[src/hdl/ps2q_pkg.sv]
// Package for the PS/2 set 1 scancode to key queue.
// Holds queue sizing, key codes, scancode constants, keymap tables and shared structs.
// No dependencies.
package ps2q_pkg;

  // Queue sizing: the ring holds QUEUE_DEPTH-1 keys
  localparam int QUEUE_DEPTH = 128;
  localparam int PTR_W       = $clog2(QUEUE_DEPTH);
  localparam int KEY_W       = 9;

  // Beat modes on the input channel
  localparam logic MODE_BYTE = 1'b0;
  localparam logic MODE_READ = 1'b1;

  // Scancode set 1 constants
  localparam logic [7:0] SC_PREFIX  = 8'hE0;
  localparam logic [6:0] SC_CTRL    = 7'h1D;
  localparam logic [6:0] SC_LSHIFT  = 7'h2A;
  localparam logic [6:0] SC_RSHIFT  = 7'h36;
  localparam logic [6:0] SC_CAPS    = 7'h3A;
  localparam logic [6:0] SC_UP      = 7'h48;
  localparam logic [6:0] SC_DOWN    = 7'h50;
  localparam logic [6:0] SC_LEFT    = 7'h4B;
  localparam logic [6:0] SC_RIGHT   = 7'h4D;
  localparam logic [6:0] SC_HOME    = 7'h47;
  localparam logic [6:0] SC_END     = 7'h4F;
  localparam logic [6:0] SC_DELETE  = 7'h53;

  // Extended key codes
  localparam logic [KEY_W-1:0] KC_UP     = 9'd256;
  localparam logic [KEY_W-1:0] KC_DOWN   = 9'd257;
  localparam logic [KEY_W-1:0] KC_LEFT   = 9'd258;
  localparam logic [KEY_W-1:0] KC_RIGHT  = 9'd259;
  localparam logic [KEY_W-1:0] KC_HOME   = 9'd260;
  localparam logic [KEY_W-1:0] KC_END    = 9'd261;
  localparam logic [KEY_W-1:0] KC_DELETE = 9'd262;

  // ASCII letter bounds
  localparam logic [7:0] CH_LO_A = 8'h61;
  localparam logic [7:0] CH_LO_Z = 8'h7A;
  localparam logic [7:0] CH_UP_A = 8'h41;
  localparam logic [7:0] CH_UP_Z = 8'h5A;
  localparam logic [7:0] CH_CASE = 8'h20;

  // Unshifted keymap, indexed by make code below 0x40
  localparam logic [7:0] PLAIN_TAB [0:63] = '{
    8'h00, 8'h1B, 8'h31, 8'h32, 8'h33, 8'h34, 8'h35, 8'h36,
    8'h37, 8'h38, 8'h39, 8'h30, 8'h2D, 8'h3D, 8'h08, 8'h09,
    8'h71, 8'h77, 8'h65, 8'h72, 8'h74, 8'h79, 8'h75, 8'h69,
    8'h6F, 8'h70, 8'h5B, 8'h5D, 8'h0A, 8'h00, 8'h61, 8'h73,
    8'h64, 8'h66, 8'h67, 8'h68, 8'h6A, 8'h6B, 8'h6C, 8'h3B,
    8'h27, 8'h60, 8'h00, 8'h5C, 8'h7A, 8'h78, 8'h63, 8'h76,
    8'h62, 8'h6E, 8'h6D, 8'h2C, 8'h2E, 8'h2F, 8'h00, 8'h2A,
    8'h00, 8'h20, 8'h00, 8'h00, 8'h00, 8'h00, 8'h00, 8'h00
  };

  // Shifted keymap
  localparam logic [7:0] SHIFT_TAB [0:63] = '{
    8'h00, 8'h1B, 8'h21, 8'h40, 8'h23, 8'h24, 8'h25, 8'h5E,
    8'h26, 8'h2A, 8'h28, 8'h29, 8'h5F, 8'h2B, 8'h08, 8'h09,
    8'h51, 8'h57, 8'h45, 8'h52, 8'h54, 8'h59, 8'h55, 8'h49,
    8'h4F, 8'h50, 8'h7B, 8'h7D, 8'h0A, 8'h00, 8'h41, 8'h53,
    8'h44, 8'h46, 8'h47, 8'h48, 8'h4A, 8'h4B, 8'h4C, 8'h3A,
    8'h22, 8'h7E, 8'h00, 8'h7C, 8'h5A, 8'h58, 8'h43, 8'h56,
    8'h42, 8'h4E, 8'h4D, 8'h3C, 8'h3E, 8'h3F, 8'h00, 8'h2A,
    8'h00, 8'h20, 8'h00, 8'h00, 8'h00, 8'h00, 8'h00, 8'h00
  };

  // Translated key headed for the queue
  typedef struct packed {
    logic             push;
    logic [KEY_W-1:0] key;
  } ps2q_push_t;

  // Queue status for the beat just accepted
  typedef struct packed {
    logic drop;
    logic pop_ok;
    logic nonempty;
  } ps2q_qstat_t;

endpackage

[src/hdl/ps2q_intf.sv]
// Channel interfaces for the PS/2 key queue: input beats and result beats.
// Depends on ps2q_pkg for widths.
interface ps2q_in_if;
  logic       valid;
  logic       ready;
  logic       mode;
  logic [7:0] scancode;

  modport source (output valid, output mode, output scancode, input ready);
  modport sink   (input valid, input mode, input scancode, output ready);
endinterface

interface ps2q_out_if;
  logic                     valid;
  logic                     ready;
  logic                     key_valid;
  logic [ps2q_pkg::KEY_W-1:0] key_code;
  logic                     queue_nonempty;
  logic                     dropped;

  modport source (output valid, output key_valid, output key_code,
                  output queue_nonempty, output dropped, input ready);
  modport sink   (input valid, input key_valid, input key_code,
                  input queue_nonempty, input dropped, output ready);
endinterface

[src/hdl/ps2q_xlate.sv]
// Scancode translator: prefix and modifier tracking plus keymap lookup.
// Depends on ps2q_pkg.
module ps2q_xlate (
  input  logic                 clk,
  input  logic                 rst_n,
  input  logic                 byte_vld,
  input  logic [7:0]           scancode,
  output ps2q_pkg::ps2q_push_t push_o
);
  import ps2q_pkg::*;

  logic shift_r, ctrl_r, caps_r, prefix_r;
  logic shift_nxt, ctrl_nxt, caps_nxt, prefix_nxt;
  logic       rel;
  logic [6:0] code;
  logic [7:0] ch_tab;
  logic [7:0] ch_case;
  logic [7:0] ch_fin;
  logic       ch_ok;
  logic [KEY_W-1:0] ext_key;
  logic       is_lower, is_upper, lower2, upper2;

  assign rel  = scancode[7];
  assign code = scancode[6:0];

  // keymap lookup, case fixups and ctrl mapping
  always_comb begin
    ch_tab   = shift_r ? SHIFT_TAB[code[5:0]] : PLAIN_TAB[code[5:0]];
    is_lower = (ch_tab >= CH_LO_A) && (ch_tab <= CH_LO_Z);
    is_upper = (ch_tab >= CH_UP_A) && (ch_tab <= CH_UP_Z);
    ch_case  = ch_tab;
    if (caps_r && is_lower) begin
      ch_case = ch_tab - CH_CASE;
    end else if (caps_r && shift_r && is_upper) begin
      ch_case = ch_tab + CH_CASE;
    end
    lower2 = (ch_case >= CH_LO_A) && (ch_case <= CH_LO_Z);
    upper2 = (ch_case >= CH_UP_A) && (ch_case <= CH_UP_Z);
    ch_fin = ch_case;
    ch_ok  = 1'b1;
    if (ctrl_r) begin
      if (lower2) begin
        ch_fin = ch_case - CH_LO_A + 8'd1;
      end else if (upper2) begin
        ch_fin = ch_case - CH_UP_A + 8'd1;
      end else begin
        ch_ok = 1'b0;
      end
    end
  end

  // extended key decode
  always_comb begin
    unique case (code)
      SC_UP:     ext_key = KC_UP;
      SC_DOWN:   ext_key = KC_DOWN;
      SC_LEFT:   ext_key = KC_LEFT;
      SC_RIGHT:  ext_key = KC_RIGHT;
      SC_HOME:   ext_key = KC_HOME;
      SC_END:    ext_key = KC_END;
      SC_DELETE: ext_key = KC_DELETE;
      default:   ext_key = '0;
    endcase
  end

  // byte decode: modifier updates and push request
  always_comb begin
    shift_nxt  = shift_r;
    ctrl_nxt   = ctrl_r;
    caps_nxt   = caps_r;
    prefix_nxt = prefix_r;
    push_o     = '0;
    if (byte_vld) begin
      priority if (scancode == SC_PREFIX) begin
        prefix_nxt = 1'b1;
      end else if (prefix_r) begin
        prefix_nxt = 1'b0;
        priority if (code == SC_CTRL) begin
          ctrl_nxt = !rel;
        end else if (!rel && (ext_key != '0)) begin
          push_o.push = 1'b1;
          push_o.key  = ext_key;
        end else begin
          push_o.push = 1'b0;
        end
      end else if ((code == SC_LSHIFT) || (code == SC_RSHIFT)) begin
        shift_nxt = !rel;
      end else if (code == SC_CTRL) begin
        ctrl_nxt = !rel;
      end else if (code == SC_CAPS) begin
        if (!rel) begin
          caps_nxt = !caps_r;
        end
      end else if (!rel && !code[6] && (ch_tab != 8'h00) && ch_ok) begin
        push_o.push = 1'b1;
        push_o.key  = {1'b0, ch_fin};
      end else begin
        push_o.push = 1'b0;
      end
    end
  end

  // modifier state
  always_ff @(posedge clk) begin
    if (!rst_n) begin
      shift_r  <= 1'b0;
      ctrl_r   <= 1'b0;
      caps_r   <= 1'b0;
      prefix_r <= 1'b0;
    end else begin
      shift_r  <= shift_nxt;
      ctrl_r   <= ctrl_nxt;
      caps_r   <= caps_nxt;
      prefix_r <= prefix_nxt;
    end
  end

endmodule

[src/hdl/ps2q_queue.sv]
// Key ring: one synchronous memory with write and read pointers.
// Depends on ps2q_pkg. Read data is registered, available in the cycle after the pop.
module ps2q_queue (
  input  logic                        clk,
  input  logic                        rst_n,
  input  ps2q_pkg::ps2q_push_t        push_i,
  input  logic                        pop_req,
  output ps2q_pkg::ps2q_qstat_t       stat_o,
  output logic [ps2q_pkg::KEY_W-1:0]  rd_data
);
  import ps2q_pkg::*;

  logic [KEY_W-1:0] mem [QUEUE_DEPTH];
  logic [KEY_W-1:0] rd_data_r;
  logic [PTR_W-1:0] wptr_r, rptr_r, wptr_nxt, rptr_nxt;
  logic [PTR_W-1:0] wptr_adv, rptr_adv;
  logic             full, empty, do_push, do_pop;

  function automatic logic [PTR_W-1:0] advance(input logic [PTR_W-1:0] p);
    return (p == PTR_W'(QUEUE_DEPTH - 1)) ? '0 : p + 1'b1;
  endfunction

  assign wptr_adv = advance(wptr_r);
  assign rptr_adv = advance(rptr_r);
  assign full     = (wptr_adv == rptr_r);
  assign empty    = (wptr_r == rptr_r);
  assign do_push  = push_i.push && !full;
  assign do_pop   = pop_req && !empty;

  // pointer next state and status for this beat
  always_comb begin
    wptr_nxt        = do_push ? wptr_adv : wptr_r;
    rptr_nxt        = do_pop ? rptr_adv : rptr_r;
    stat_o.drop     = push_i.push && full;
    stat_o.pop_ok   = do_pop;
    stat_o.nonempty = (wptr_nxt != rptr_nxt);
  end

  // pointers
  always_ff @(posedge clk) begin
    if (!rst_n) begin
      wptr_r <= '0;
      rptr_r <= '0;
    end else begin
      wptr_r <= wptr_nxt;
      rptr_r <= rptr_nxt;
    end
  end

  // key memory: push and pop never hit the same entry in one cycle
  always_ff @(posedge clk) begin
    if (do_push) begin
      mem[wptr_r] <= push_i.key;
    end
    if (do_pop) begin
      rd_data_r <= mem[rptr_r];
    end
  end

  assign rd_data = rd_data_r;

endmodule

[src/hdl/ps2_set1_scancode_to_key_queue.sv]
// PS/2 set 1 scancode to key queue, top level.
// Each beat passes through stage 1 (memory read), then the output register, to the result beat.
// Throughput: one beat per cycle while out_if.ready is high; a stalled output register holds off in_if.ready.
// Reset: synchronous active-low rst_n clears modifiers, prefix, pointers and pipeline valids;
// key memory contents are not cleared. Depends on ps2q_pkg, ps2q_intf, ps2q_xlate, ps2q_queue.
module ps2_set1_scancode_to_key_queue (
  input  logic       clk,
  input  logic       rst_n,
  ps2q_in_if.sink    in_if,
  ps2q_out_if.source out_if
);
  import ps2q_pkg::*;

  logic             accept;
  logic             s1_move;
  ps2q_push_t       push;
  ps2q_qstat_t      qstat;
  logic [KEY_W-1:0] rd_data;

  logic             s1_v_r;
  ps2q_qstat_t      s1_stat_r;
  logic             out_v_r;
  logic             out_kv_r;
  logic [KEY_W-1:0] out_key_r;
  logic             out_ne_r;
  logic             out_drop_r;

  // handshake: stage 1 advances into an empty or draining output register
  assign s1_move     = s1_v_r && (!out_v_r || out_if.ready);
  assign in_if.ready = !s1_v_r || s1_move;
  assign accept      = in_if.valid && in_if.ready;

  ps2q_xlate u_xlate (
    .clk      (clk),
    .rst_n    (rst_n),
    .byte_vld (accept && (in_if.mode == MODE_BYTE)),
    .scancode (in_if.scancode),
    .push_o   (push)
  );

  ps2q_queue u_queue (
    .clk     (clk),
    .rst_n   (rst_n),
    .push_i  (push),
    .pop_req (accept && (in_if.mode == MODE_READ)),
    .stat_o  (qstat),
    .rd_data (rd_data)
  );

  // stage 1: wait for memory read data
  always_ff @(posedge clk) begin
    if (!rst_n) begin
      s1_v_r <= 1'b0;
    end else if (accept) begin
      s1_v_r <= 1'b1;
    end else if (s1_move) begin
      s1_v_r <= 1'b0;
    end
  end

  always_ff @(posedge clk) begin
    if (accept) begin
      s1_stat_r <= qstat;
    end
  end

  // output register
  always_ff @(posedge clk) begin
    if (!rst_n) begin
      out_v_r <= 1'b0;
    end else if (s1_move) begin
      out_v_r <= 1'b1;
    end else if (out_if.ready) begin
      out_v_r <= 1'b0;
    end
  end

  always_ff @(posedge clk) begin
    if (s1_move) begin
      out_kv_r   <= s1_stat_r.pop_ok;
      out_key_r  <= s1_stat_r.pop_ok ? rd_data : '0;
      out_ne_r   <= s1_stat_r.nonempty;
      out_drop_r <= s1_stat_r.drop;
    end
  end

  assign out_if.valid          = out_v_r;
  assign out_if.key_valid      = out_kv_r;
  assign out_if.key_code       = out_key_r;
  assign out_if.queue_nonempty = out_ne_r;
  assign out_if.dropped        = out_drop_r;

endmodule
[src/flat_wrapper.sv]
// flat-port wrapper written by rule: the top's interface ports become plain ports
module ps2_set1_scancode_to_key_queue_flat import ps2q_pkg::*;
  (clk, rst_n, in_if_valid, in_if_mode, in_if_scancode, in_if_ready, out_if_valid, out_if_key_valid, out_if_key_code, out_if_queue_nonempty, out_if_dropped, out_if_ready);
  ps2q_in_if in_if_i ();
  ps2q_out_if out_if_i ();
  input  logic clk;
  input  logic rst_n;
  input wire logic [$bits(in_if_i.valid)-1:0] in_if_valid;
  input wire logic [$bits(in_if_i.mode)-1:0] in_if_mode;
  input wire logic [$bits(in_if_i.scancode)-1:0] in_if_scancode;
  output wire logic [$bits(in_if_i.ready)-1:0] in_if_ready;
  output wire logic [$bits(out_if_i.valid)-1:0] out_if_valid;
  output wire logic [$bits(out_if_i.key_valid)-1:0] out_if_key_valid;
  output wire logic [$bits(out_if_i.key_code)-1:0] out_if_key_code;
  output wire logic [$bits(out_if_i.queue_nonempty)-1:0] out_if_queue_nonempty;
  output wire logic [$bits(out_if_i.dropped)-1:0] out_if_dropped;
  input wire logic [$bits(out_if_i.ready)-1:0] out_if_ready;
  assign in_if_i.valid = in_if_valid;
  assign in_if_i.mode = in_if_mode;
  assign in_if_i.scancode = in_if_scancode;
  assign in_if_ready = in_if_i.ready;
  assign out_if_valid = out_if_i.valid;
  assign out_if_key_valid = out_if_i.key_valid;
  assign out_if_key_code = out_if_i.key_code;
  assign out_if_queue_nonempty = out_if_i.queue_nonempty;
  assign out_if_dropped = out_if_i.dropped;
  assign out_if_i.ready = out_if_ready;
  ps2_set1_scancode_to_key_queue u_core (.clk(clk), .rst_n(rst_n), .in_if(in_if_i), .out_if(out_if_i));
endmodule
[config.mk]
export PLATFORM = sky130hd
export DESIGN_NAME = ps2_set1_scancode_to_key_queue_flat
export DESIGN_NICKNAME = d
export VERILOG_FILES = /design/src/hdl/ps2q_pkg.sv /design/src/hdl/ps2q_intf.sv /design/src/hdl/ps2q_xlate.sv /design/src/hdl/ps2q_queue.sv /design/src/hdl/ps2_set1_scancode_to_key_queue.sv /design/src/flat_wrapper.sv
export SDC_FILE = /design/constraint.sdc
export NUM_CORES = 1
export LEC_CHECK = 0
export BUFFER_PORTS_ARGS = -buffer_cell sky130_fd_sc_hd__buf_2
export CAP_MARGIN = 20
export CORE_ASPECT_RATIO = 0.8
export CORE_MARGIN = 3
export CORE_UTILIZATION = 60
export DETAILED_ROUTE_END_ITERATION = 12
export PLACE_DENSITY = 0.76
export SLEW_MARGIN = 20
export SYNTH_ARGS = -nofsm -noshare
export SYNTH_HDL_FRONTEND = slang
export SYNTH_SLANG_ARGS = --single-unit
[constraint.sdc]
create_clock -name clk -period 25.7 [get_ports clk]
set_input_delay 6.425 -clock clk [delete_from_list [all_inputs] [get_ports clk]]
set_output_delay 6.425 -clock clk [all_outputs]
set_load 0.01 [all_outputs]
==> run_results.csv <==
group,metric,value,unit
yosys,synth.avg_cell_area,20.9,sq um
grt,antenna_found_initial,5,
die,dieArea,84300,sq um
grt,grt_max_degree,163,
cells_and_area,syn_to_final_growth,9.77,%
clock_network,root_buffer,"clkbuf_16",
drt,drc_errors,0,
yosys,synth.distinct_cells,84,
clock_network,numCtsBuffers,108,
clock_network,postCtsHoldBufs,0,
grt,grt_pass1_wl,165,mm
grt,track_usage,0.271,
sta,finalCritPeriodShare,0.525,
clock_network,clock_latency,0.68,ns
yosys,synth_edf_count,1176,
yosys,ys.flop_type,"edfxtp_1",
setup_path,critPathMaxFanout,57,
cells_and_area,nets,2381,
clock_network,cts_tree,"built",
clock_network,post_cts_buffers,0,
yosys,ys_warn_count,0,
place,dp_cells,3271,
sta,setup_tns,0,ns
place,portBuffers,26,
place,place.gp.congestion,0.913,
die,floorplan.io_pins,27,
power,combinationalPowerShare,0.030,
sta,drv_slew,0,
place,place_hpwl,65.0,mm
yosys,seq_area_frac_synth,0.736,
power,p_int,3.05,mW
sta,fin_ws,12.20,ns
power,switching_share,0.203,
power,p_seq_frac,0.555,
setup_path,critPathLaunchType,"input port",
sta,clock.fmax,74.1,MHz
cells_and_area,fin_area,53200,sq um
die,initial_core_util,0.611,
cells_and_area,drive_gt1_frac,0.262,
clock_network,post_cts_resized,0,
place,place_area,49800,sq um
power,powerDensity,71.9,nW/um^2
yosys,synthTopCellsByArea,"edfxtp_1 (73%), mux4_2 (18%), nor2_1 (1.3%)",
yosys,ys_ff_latch,1196,
yosys,syn_inst,2320,
sta,fin_skew,0.0202,ns
yosys,syn_nets,2353,
drt,drtIter0Drc,3787,
sta,setup_viol,0,
setup_path,arrival,13.80,ns
die,core,79400,sq um
sta,period_needed,13.50,ns
setup_path,cp.required,26.00,ns
power,ir_worst_vdd,0.0621,mV
clock_network,clock_sinks,1196,
setup_path,endpoint_kind,"register",
grt,grt_pass1_vias,23800,
yosys,async_flop_share,0,
die,die_x,324,um
run,maxCapViolations,0,
drt,first_pass_iters,6,
yosys,synth_top_area_frac,0.728,
drt,ant_nets,0,
clock_network,clk_transition_reported_paths,0.07,ns
drt,vias_per_cell,6.98,
power,power.leakage,17.2,nW
sta,whs,0.449,ns
cells_and_area,regArea,35700,sq um
clock_network,cts_buffer_depth,3,
drt,wirelength,111,mm
cells_and_area,multi_input_area,12300,sq um
die,die_h,260,um
clock_network,ctsHtreeMaxLevel,3,
die,rows,92,
cells_and_area,final_cells,3470,
sta,rsz0062_at_grt,"false",
grt,grt_remaining_overflow,0,
sta,hold_viol_final,0,
cells_and_area,fillers,4830,
setup_path,worstSetupPathType,"input port to register",
yosys,yosysTopAreaCell,"edfxtp_1",
power,p_switching,0.775,mW
power,clockPowerShare,0.415,
sta,max_slew_margin,0.238,
drt,vias,24200,
drt,wl_per_cell,32.1,um
place,dp_slack,11.69,ns
yosys,netlist_area,48500,sq um
worst_hold_path,holdCritPathClass,"register to register",
run_status,outcome,"completed",
sta,tightest_slew,1.14,ns
## critical path, stage by stage
cell      delay, ns
buf_2          0.70
inv_2          0.30
ha_1           0.28
or3b_1         0.38
o311ai_1       0.10
o211ai_1       0.18
a221oi_2       0.54
and3_1         0.27
nand2_1        0.10
o211ai_1       0.40
o211ai_1       0.13
o21ai_0        0.28
ha_1           0.28
a21oi_1        0.06
o21ai_0        0.18
nand2_1        0.10
a21o_1         0.21
a221oi_4       0.73
nand3_1        0.86
buf_4          0.51
nor2_1         0.75
## stage by stage
stage	power (mW)	utilization
after floorplan	2.25	-
after global placement	2.28	0.626
after detailed placement	2.28	0.626
after CTS	3.85	0.670
after global routing	3.93	0.670
final	3.83	0.670
## placed cells by master, fill, tap and decap left out, types with 5 or more instances in the layout
master,count
edfxtp_1,1176
mux4_2,379
nor2_1,163
clkbuf_16,108
nand2_1,43
a21oi_1,27
nor2b_1,26
and2_1,26
clkbuf_1,26
buf_2,26
buf_4,26
nand3_1,25
nand2b_1,22
clkinv_2,22
o21ai_0,21
ha_1,20
clkinv_1,18
dfxtp_1,16
inv_1,15
mux2i_1,14
xor2_1,14
nor3_1,13
mux2_2,12
xnor2_1,12
bufinv_16,11
o211ai_1,9
nand4_1,9
and3_1,7
nand3b_1,5
a211oi_1,5
a31oi_1,5
a22oi_1,5
## final cells by class
type | count | area share
antenna | 1 | 0.0000470
clock buffer | 134 | 0.0526
clock inverter | 63 | 0.0123
inverter | 18 | 0.00132
multi-input combinational | 967 | 0.230
sequential | 1196 | 0.671
tap | 1034 | 0.0243
timing repair buffer | 57 | 0.00797
## metal layers
layer,global-route usage,part of all wire
met3,0.0605,0.11
met2,0.398,0.45
met1,0.427,0.41
met5,0,0.00012
met4,0.0651,0.023
## cells by family after synthesis
logic type,share of synthesized area
flops,0.736
mux,0.182
simple gates,0.0382
buf+inv,0.0129
compound gates,0.0207
xor+xnor,0.00469
fa+ha+maj,0.00516
## path summary, 6_finish.rpt
check	startpoint	to	slack, ns	cells after the start
setup / recovery	in_if_scancode[2]	u_core.u_queue.mem[41][1]	12.20	21
hold / removal	u_core.s1_stat_r[2]	u_core.out_if.dropped	0.45	0
setup reg to reg	u_core.u_xlate.shift_r	u_core.u_queue.mem[41][1]	18.60	17
hold reg to reg	u_core.s1_stat_r[2]	u_core.out_if.dropped	0.45	0
## synthesized netlist by cell type (5+ instances only)
master / n
a211oi_1: 6
a21oi_1: 29
a22oi_1: 5
a31oi_1: 5
and2_1: 26
and3_1: 7
buf_1: 32
buf_2: 25
clkbuf_1: 80
dfxtp_1: 20
edfxtp_1: 1176
ha_1: 20
inv_1: 16
mux2_2: 12
mux2i_1: 14
mux4_2: 379
nand2_1: 43
nand2b_1: 22
nand3_1: 26
nand3b_1: 5
nand4_1: 9
nor2_1: 167
nor2b_1: 26
nor3_1: 13
o211ai_1: 9
o21ai_0: 21
xnor2_1: 12
xor2_1: 14
## state kept, by name (all words and copies together), names as in the netlist
name                          cells
u_core.out_if.dropped             1
u_core.out_if.key_code            9
u_core.out_if.key_valid           1
u_core.out_if.queue_nonempty      1
u_core.out_if.valid               1
u_core.s1_stat_r                  3
u_core.s1_v_r                     1
u_core.u_queue.mem             1152
u_core.u_queue.rd_data            9
u_core.u_queue.rptr_r             7
u_core.u_queue.wptr_r             7
u_core.u_xlate.caps_r             1
u_core.u_xlate.ctrl_r             1
u_core.u_xlate.prefix_r           1
u_core.u_xlate.shift_r            1
## power by group through the flow
stage / Sequential, mW / Combinational, mW / Clock [mW]
2_1_floorplan: 2.17 / 0.0824 / 0
3_3_place_gp: 2.17 / 0.113 / 0
3_5_place_dp: 2.17 / 0.115 / 0
4_1_cts: 2.12 / 0.116 / 1.61
5_1_grt: 2.12 / 0.125 / 1.68
6_report: 2.12 / 0.116 / 1.59
No activity file was read; power rests on OpenSTA's default activity.
